<file path="config.mk">
export PLATFORM = sky130hd
export DESIGN_NAME = kts_front
export DESIGN_NICKNAME = d
export VERILOG_FILES = /design/src/kts_pkg.sv /design/src/kts_front.sv
export SDC_FILE = /design/constraint.sdc
export NUM_CORES = 1
export LEC_CHECK = 0
export BUFFER_PORTS_ARGS = -buffer_cell sky130_fd_sc_hd__buf_2
export CAP_MARGIN = 25
export CORE_MARGIN = 1
export CORE_UTILIZATION = 56
export CTS_CLUSTER_DIAMETER = 150
export DETAILED_ROUTE_END_ITERATION = 7
export GPL_ROUTABILITY_DRIVEN = 0
export PLACE_DENSITY_LB_ADDON = 0.25
export SKIP_LAST_GASP = 1
export SLEW_MARGIN = 40
export SYNTH_ARGS = -nofsm -noshare
export SYNTH_HDL_FRONTEND = slang
export SYNTH_SLANG_ARGS = --single-unit
</file>
<file path="constraint.sdc">
create_clock -name clk -period 12.6 [get_ports clk]
set_input_delay 0.63 -clock clk [delete_from_list [all_inputs] [get_ports clk]]
set_output_delay 0.63 -clock clk [all_outputs]
set_load 0.01 [all_outputs]
</file>
<file path="src/kts_pkg.sv">
`default_nettype none
package kts_pkg;

	localparam logic OP_LOAD   = 1'b0;
	localparam logic OP_SAMPLE = 1'b1;

	localparam logic [1:0] ST_OK    = 2'd0;
	localparam logic [1:0] ST_EMPTY = 2'd1;
	localparam logic [1:0] ST_ZSPAN = 2'd2;
	localparam logic [1:0] ST_SAT   = 2'd3;

	// dividend is |t - t0| (33 bits) shifted up by 16
	localparam int DIV_NW = 49;
	localparam int DIV_DW = 33;
	localparam int PROD_W = 81;

	typedef struct packed {
		logic               kind;
		logic               restart;
		logic [31:0]        time_q16;
		logic signed [31:0] in_x;
		logic signed [31:0] in_y;
		logic signed [31:0] in_z;
	} req_t;

	typedef struct packed {
		logic signed [31:0] out_x;
		logic signed [31:0] out_y;
		logic signed [31:0] out_z;
		logic [1:0]         status;
	} rsp_t;

	typedef struct packed {
		logic        op;
		logic        restart;
		logic [31:0] tq;
		logic [31:0] vx;
		logic [31:0] vy;
		logic [31:0] vz;
	} cmd_t;

	typedef struct packed {
		logic valid;
		cmd_t cmd;
	} head_t;

	typedef struct packed {
		logic [31:0] tk;
		logic [31:0] vx;
		logic [31:0] vy;
		logic [31:0] vz;
	} key_t;

endpackage
`default_nettype wire

</file>
<file path="src/kts_front.sv">
`default_nettype none
module kts_front
	import kts_pkg::*;
(
	input  wire logic  clk,
	input  wire logic  arst_n,
	input  wire logic  req_valid,
	output logic       req_stall,
	input  wire req_t  req,
	output head_t      head,
	input  wire logic  pop
);

	cmd_t       buf_q [2];
	logic       wp_q;
	logic       rp_q;
	logic [1:0] cnt_q;
	logic       push;
	logic       do_pop;
	cmd_t       cmd;

	assign req_stall = (cnt_q == 2'd2);
	assign push      = req_valid && !req_stall;
	assign do_pop    = pop && (cnt_q != 2'd0);

	always_comb begin
		cmd.op      = req.kind ? OP_SAMPLE : OP_LOAD;
		cmd.restart = req.restart;
		cmd.tq      = req.time_q16;
		cmd.vx      = req.in_x;
		cmd.vy      = req.in_y;
		cmd.vz      = req.in_z;
	end

	always_ff @(posedge clk) begin
		if (push) begin
			buf_q[wp_q] <= cmd;
		end
	end

	always_ff @(posedge clk or negedge arst_n) begin
		if (!arst_n) begin
			wp_q  <= 1'b0;
			rp_q  <= 1'b0;
			cnt_q <= 2'd0;
		end else begin
			if (push) begin
				wp_q <= ~wp_q;
			end
			if (do_pop) begin
				rp_q <= ~rp_q;
			end
			cnt_q <= cnt_q + {1'b0, push} - {1'b0, do_pop};
		end
	end

	assign head.valid = (cnt_q != 2'd0);
	assign head.cmd   = buf_q[rp_q];

endmodule
`default_nettype wire

</file>
==> metrics.md, run 1 <==
| Metric | Value |
|---|---|
| Status | complete, no violations |
| Yosys top cell by area | edfxtp_1 |
| Fin crit share | 0.284 |
| Total GRT Usage | 0.189 |
| Crit path from | rp_q$_DFFE_PN0P_ |
| Mapped Nets | 559 |
| Worst Reg-to-Reg Cells | 3 |
| Port Buffers | 265 |
| Detail Route Antenna Nets | 0 |
| Crit Path Category | reg2out |
| CP Max Fanout | 72 |
| Crit end category | output pin |
| Final setup TNS | 0 ns |
| Min Tclk post-route | 3.57 ns |
| Core Region | 17,400 um2 |
| Clock Latency Late Sink | 0.51 ns |
| Final core utilization | 0.709 |
| Slowest-stage cell, CP | dfrtp_4 |
| Die height | 135 um |
| TritonCTS clock tree | done |
| Fin. Hold Viols | 0 |
| Crit-path max cell delay | 0.80 ns |
| Commonest non-fill, non-tap cell in the layout | buf_2 |
| Flops & latches, synth | 264 |
| Vias/cell | 5.13 |
| Global-route wire length before repair | 26,300 um |
| Via count | 4,866 |
| Nets | 845 |
| Htree depth | 1 |
| Drt wl/cell | 18.6 um |
| Tightest Pin Transition | 0.842 ns |
| Commonest cells after routing, fill and taps aside | buf_2, edfxtp_1, mux2_4, mux2_2, clkbuf_16 |
| PD cells | 232 nW/um2 |
| Gate Count Post-Synth | 423 |
| Distinct cell type count after synthesis | 17 |
| Unrepaired setup endpoints after global routing | no |
| Worst Clk Skew | 0.00568 ns |
| Worst-path clk slew | 0.06 ns |
| Share of the synthesized area in the top cell type | 0.784 |
| Crit path arrival time | 2.94 ns |
| Fmax | 0.280 GHz |
| Maximum VDD drop | 0.175 mV |
| Synth top area cells | edfxtp_1, mux2_4, mux2_2, buf_6, dfrtp_1 |
| Grt total ovfl | 0 |
| Vias in the first global route | 5,107 |
| Synth Cell Area | 9960 um2 |
| DP HPWL | 11,600 um |
| DRC | 0 |
| Setup crit start kind | flip-flop |
| Hold crit path type | in2reg |
| HP Start | req[33] |
| CP Cell Sequence | buf_12 > buf_6 > mux2_2 > buf_2 |
| Register area share after synthesis | 0.794 |
| Synthesized area per cell | 23.5 um2 |
| Endpoints failing setup | 0 |
| Num rows | 48 |
| Die extent in x | 135 um |
| Total Die Area | 18,300 um2 |
| RR Startpoint | rp_q$_DFFE_PN0P_ |
| Req. time, crit path | 11.97 ns |
| Antenna Cells | 0 |
| CTS Buf Count | 26 |
| Drt initial violations | 263 |
| Max-slew violation count | 0 |
| Number of synthesis warnings | 0 |
| # clock sinks | 264 |
| Cells on Worst Hold Path | 1 |
| Ports | 266 |
| Leak | 4.89 nW |
| Initial DRT Pass Iterations | 4 |
| Final WL | 17,700 um |
| Post-CTS resize count | 0 |
| Root Driver | clkbuf_16 |
| Initial antenna violation count | 0 |
| Max-cap violations | 0 |
| Initial Util | 0.574 |
| Fraction of layout cells with a size suffix above 1 | 0.609 |
| Clk buf depth | 3 |
| Layout area overhead | 23.5% |
| Largest net degree at the start of global routing | 76 |
| Slew margin rel. | 0.439 |
routing by layer:
metal  GRT usage  vias up  part of all wire
met1       0.233     2391              0.39
met2       0.330      198              0.51
met4      0.0462        0             0.013
li1            -     2253                 -
met3      0.0539       24             0.088
met5           0        -                 0
registers in the layout, indices dropped and copies added (netlist names):
name	flops
buf_q	260
cnt_q	2
rp_q	1
wp_q	1
logic make-up (layout without fill, tap and decap cells):
family        Yosys count  in the layout  share of synthesized area
xor+xnor                4              4                    0.00352
fa+ha+maj               2              2                    0.00251
buf+inv                17            318                     0.0156
flops                 264            264                      0.794
mux                   130            130                      0.181
simple gates            6              6                    0.00327
critical path: cells and delay by family, from the launching register on:
family / cells / cell delay (ns)
DFF: 1 / 0.80
muxes: 1 / 0.42
buffers and inverters: 3 / 1.07
area by class of cell:
| type | instances | area [um2] |
|---|---|---|
| Sequential cell | 264 | 7910 |
| Fill cell | 1098 | 5060 |
| Multi-Input combinational cell | 142 | 1910 |
| Timing Repair Buffer | 273 | 1450 |
| Clock buffer | 32 | 694 |
| Tap cell | 225 | 282 |
| Clock inverter | 11 | 51.3 |
| Inverter | 2 | 7.51 |
final timing paths:
kind	slack [ns]	endpoint
max	9.03	head[124]
min reg2reg	0.53	cnt_q[0]$_DFF_PN0_
min in group asynchronous	0.46	wp_q$_DFFE_PN0N_
min	0.30	buf_q[0][33]$_DFFE_PP_
max reg2reg	10.44	rp_q$_DFFE_PN0P_
max in group asynchronous	12.00	rp_q$_DFFE_PN0P_
synth_stat cells:
master / n
and2_1: 1
and3_1: 1
buf_2: 4
buf_6: 10
buf_8: 1
dfrtp_1: 4
edfxtp_1: 260
ha_1: 2
inv_1: 2
mux2_2: 40
mux2_4: 90
nand2_1: 1
nand2b_1: 1
nor2_1: 1
or2_2: 1
xnor2_1: 3
xor2_1: 1
repair_timing:
action / CTS / global route
buffers inserted: 0 / 0
hold buffers: 1 / 0
setup endpoints to repair: 0 / 0
endpoints found under the hold margin: 4 / 0
power by group:
group	total [W]	switching, W	internal [W]
clock network	0.000684	0.000297	0.000387
logic	0.000893	0.000440	0.000453
registers	0.00128	0.0000757	0.00120
total	0.00286	0.000812	0.00204
per-stage QoR:
stage,cells,worst slack (ns),total power (W),hold slack (ns),instance area (um2)
5_1_grt,949,8.88,0.00298,0.279,12300
2_1_floorplan,423,5.85,0.00193,0.334,9960
6_report,949,9.03,0.00286,0.300,12300
3_5_place_dp,903,9.52,0.00219,0.445,11500
4_1_cts,947,8.97,0.00288,0.275,12300
3_3_place_gp,902,9.21,0.00216,0.440,11500
Power figures use the tool's default switching activity.
==> run 2: changes to the inputs <==
- CORE_UTILIZATION: 56 -> 52
- clock period: 12.6 -> 3.3 ns (I/O delays scaled with it)
==> run 2 against run 1 <==
Cell count is 15% higher. Total power rose to 3.9 times the previous value. Routed wire length rose by 12%. Clock power increased to 4.0 times the previous value. Highest routed layer unchanged. Sequential cell count is the same. Register-to-register slack lost 9.2 ns. Core utilization up 2.3 points. Setup slack worse by 8.2 ns. First-iteration DRC count fell by 6.1%. Combinational power rose to 4.0 times the previous value. Die area up 7.6%.
==> metrics.md, run 2 (synthesis results as in run 1) <==
| Metric | Value |
|---|---|
| Total GRT Usage | 0.202 (was 0.189) |
| Maximum VDD drop | 0.532 mV (was 0.175 mV) |
| Num rows | 50 (was 48) |
| Port Buffers | 265 (unchanged) |
| Initial Util | 0.532 (was 0.574) |
| Vias/cell | 5.02 (was 5.13) |
| Min Tclk post-route | 2.46 ns |
| Grt met1 use | 0.249 (was 0.233) |
| M3 GR Usage | 0.0489 (was 0.0539) |
| Via count | 5,504 (was 4,866) |
| Endpoints failing setup | 0 (unchanged) |
| Final WL | 19,800 um (was 17,700 um) |
| Largest Register | buf_q (unchanged) |
| CTS Buf Count | 26 (unchanged) |
| Crit Path Category | reg2out (unchanged) |
| CP delay by family, top | flip-flops (was buffers and inverters) |
| Status | complete, no violations (unchanged) |
| Nets | 979 (was 845) |
| Die extent in x | 140 um (was 135 um) |
| Die height | 140 um (was 135 um) |
| Slew margin rel. | 0.509 (was 0.439) |
| Grt total ovfl | 0 (unchanged) |
| Layout area overhead | 37.4% (was 23.5%) |
| Largest register FFs | 260 (unchanged) |
| Crit-path max cell delay | 0.81 ns (was 0.80 ns) |
| Worst Clk Skew | 0.0105 ns (was 0.00568 ns) |
| Req. time, crit path | 3.13 ns (was 11.97 ns) |
| Max-cap violations | 0 (unchanged) |
| Htree depth | 1 (unchanged) |
| DRC | 0 (unchanged) |
| Unrepaired setup endpoints after global routing | no (unchanged) |
| Initial antenna violation count | 0 (unchanged) |
| Crit path arrival time | 2.30 ns (was 2.94 ns) |
| Commonest non-fill, non-tap cell in the layout | buf_2 (unchanged) |
| Vias in the first global route | 5,819 (was 5,107) |
| Max-slew violation count | 0 (unchanged) |
| Setup crit start kind | flip-flop (unchanged) |
| Tightest Pin Transition | 0.737 ns (was 0.842 ns) |
| Worst-path clk slew | 0.06 ns (about the same) |
| Fraction of layout cells with a size suffix above 1 | 0.513 (was 0.609) |
| Hold crit path type | in2reg (unchanged) |
| Fin. Hold Viols | 0 (unchanged) |
| PD cells | 818 nW/um2 (was 232 nW/um2) |
| Detail Route Antenna Nets | 0 (unchanged) |
| CP bufs+invs | 2 (was 3) |
| Ports | 266 (unchanged) |
| Root Driver | clkbuf_16 (unchanged) |
| Clock Latency Late Sink | 0.51 ns (about the same) |
| Drt initial violations | 247 (was 263) |
| Biggest regs | buf_q (260), cnt_q (2) (unchanged) |
| Final core utilization | 0.732 (was 0.709) |
| Fmax | 0.406 GHz |
| Global-route wire length before repair | 30,700 um (was 26,300 um) |
| Met2 GRT Util | 0.351 (was 0.330) |
| Leak | 5.46 nW (was 4.89 nW) |
| Largest net degree at the start of global routing | 70 (was 76) |
| Antenna Cells | 0 (unchanged) |
| CP Max Fanout | 35 (was 72) |
| Slowest-stage cell, CP | dfrtp_4 (unchanged) |
| Commonest cells after routing, fill and taps aside | buf_2, edfxtp_1, dlygate4sd3_1, mux2_4, mux2_2 (was buf_2, edfxtp_1, mux2_4, mux2_2, clkbuf_16) |
| DP HPWL | 11,700 um (was 11,600 um) |
| Drt wl/cell | 18.1 um (was 18.6 um) |
| Crit end category | output pin (unchanged) |
| Final setup TNS | 0 ns (unchanged) |
| Fin crit share | 0.745 |
| CP Cell Sequence | buf_4 > mux2_2 > buf_2 (was buf_12 > buf_6 > mux2_2 > buf_2) |
| Post-CTS resize count | 0 (unchanged) |
| Total Die Area | 19,700 um2 (was 18,300 um2) |
| Most crowded layer after global routing | met2 (unchanged) |
| Initial DRT Pass Iterations | 4 (unchanged) |
| TritonCTS clock tree | done (unchanged) |
| Clk buf depth | 3 (unchanged) |
| Core Region | 18,700 um2 (was 17,400 um2) |
| # clock sinks | 264 (unchanged) |
[run 2: area by class of cell]
type / instances / area [um2]
repair buffers: 407 / 2780
flip-flops and latches: 264 / 7910
well taps: 234 / 293
clock buffers: 30 / 687
inverters: 2 / 7.51
fillers: 1094 / 5020
clock inverters: 17 / 98.8
multi-input cells: 142 / 1910
[run 2: worst reg2reg max path: stages, from the launching register on]
cell,delay (ns)
dfrtp_1,0.40
nand2b_1,0.14
and3_4,0.68
buf_4,0.49
[run 2: power breakdown]
part           total (W)  internal (W)  switching [W]
Combinational    0.00359       0.00184        0.00175
Clock            0.00273       0.00156        0.00117
Sequential       0.00487       0.00459       0.000286
[run 2: timing repair]
item                      in CTS  in global routing
hold endpoints to repair     265                  0
setup buffers                  0                  0
hold buffers                 134                  0
[run 2: final timing paths]
check                                    from                     end  slack [ns]  depth (start not counted)
hold reg to reg            cnt_q[0]$_DFF_PN0_      cnt_q[0]$_DFF_PN0_        0.53                          1
min in group asynchronous              arst_n      cnt_q[0]$_DFF_PN0_        0.58                          3
max in group asynchronous              arst_n      cnt_q[1]$_DFF_PN0_        2.05                          4
hold / removal                      req_valid        wp_q$_DFFE_PN0N_        0.04                          3
setup reg to reg           cnt_q[1]$_DFF_PN0_  buf_q[1][98]$_DFFE_PP_        1.25                          3
setup / recovery             rp_q$_DFFE_PN0P_                head[18]        0.84                          3
[run 2: routing by layer]
| metal | wire length, um | vias up | share of wire |
|---|---|---|---|
| met3 | 1600 | 43 | 0.081 |
| li1 | - | 2526 | - |
| met1 | 7790 | 2703 | 0.39 |
| met4 | 480 | 0 | 0.024 |
| met5 | 0 | - | 0 |
| met2 | 9980 | 232 | 0.50 |
[run 2: per-stage QoR]
step                      hold slack [ns]  power, W  std cells  cell area, um2  setup slack, ns
after CTS                          0.0229    0.0113       1096           13700            0.792
after detailed placement          -0.0188   0.00842        915           11600             1.25
final                              0.0439    0.0112       1096           13700            0.840
after floorplan                    -0.131   0.00729        423            9970            0.333
after global routing               0.0437    0.0117       1096           13700            0.735
after global placement            -0.0263   0.00832        915           11600             1.32
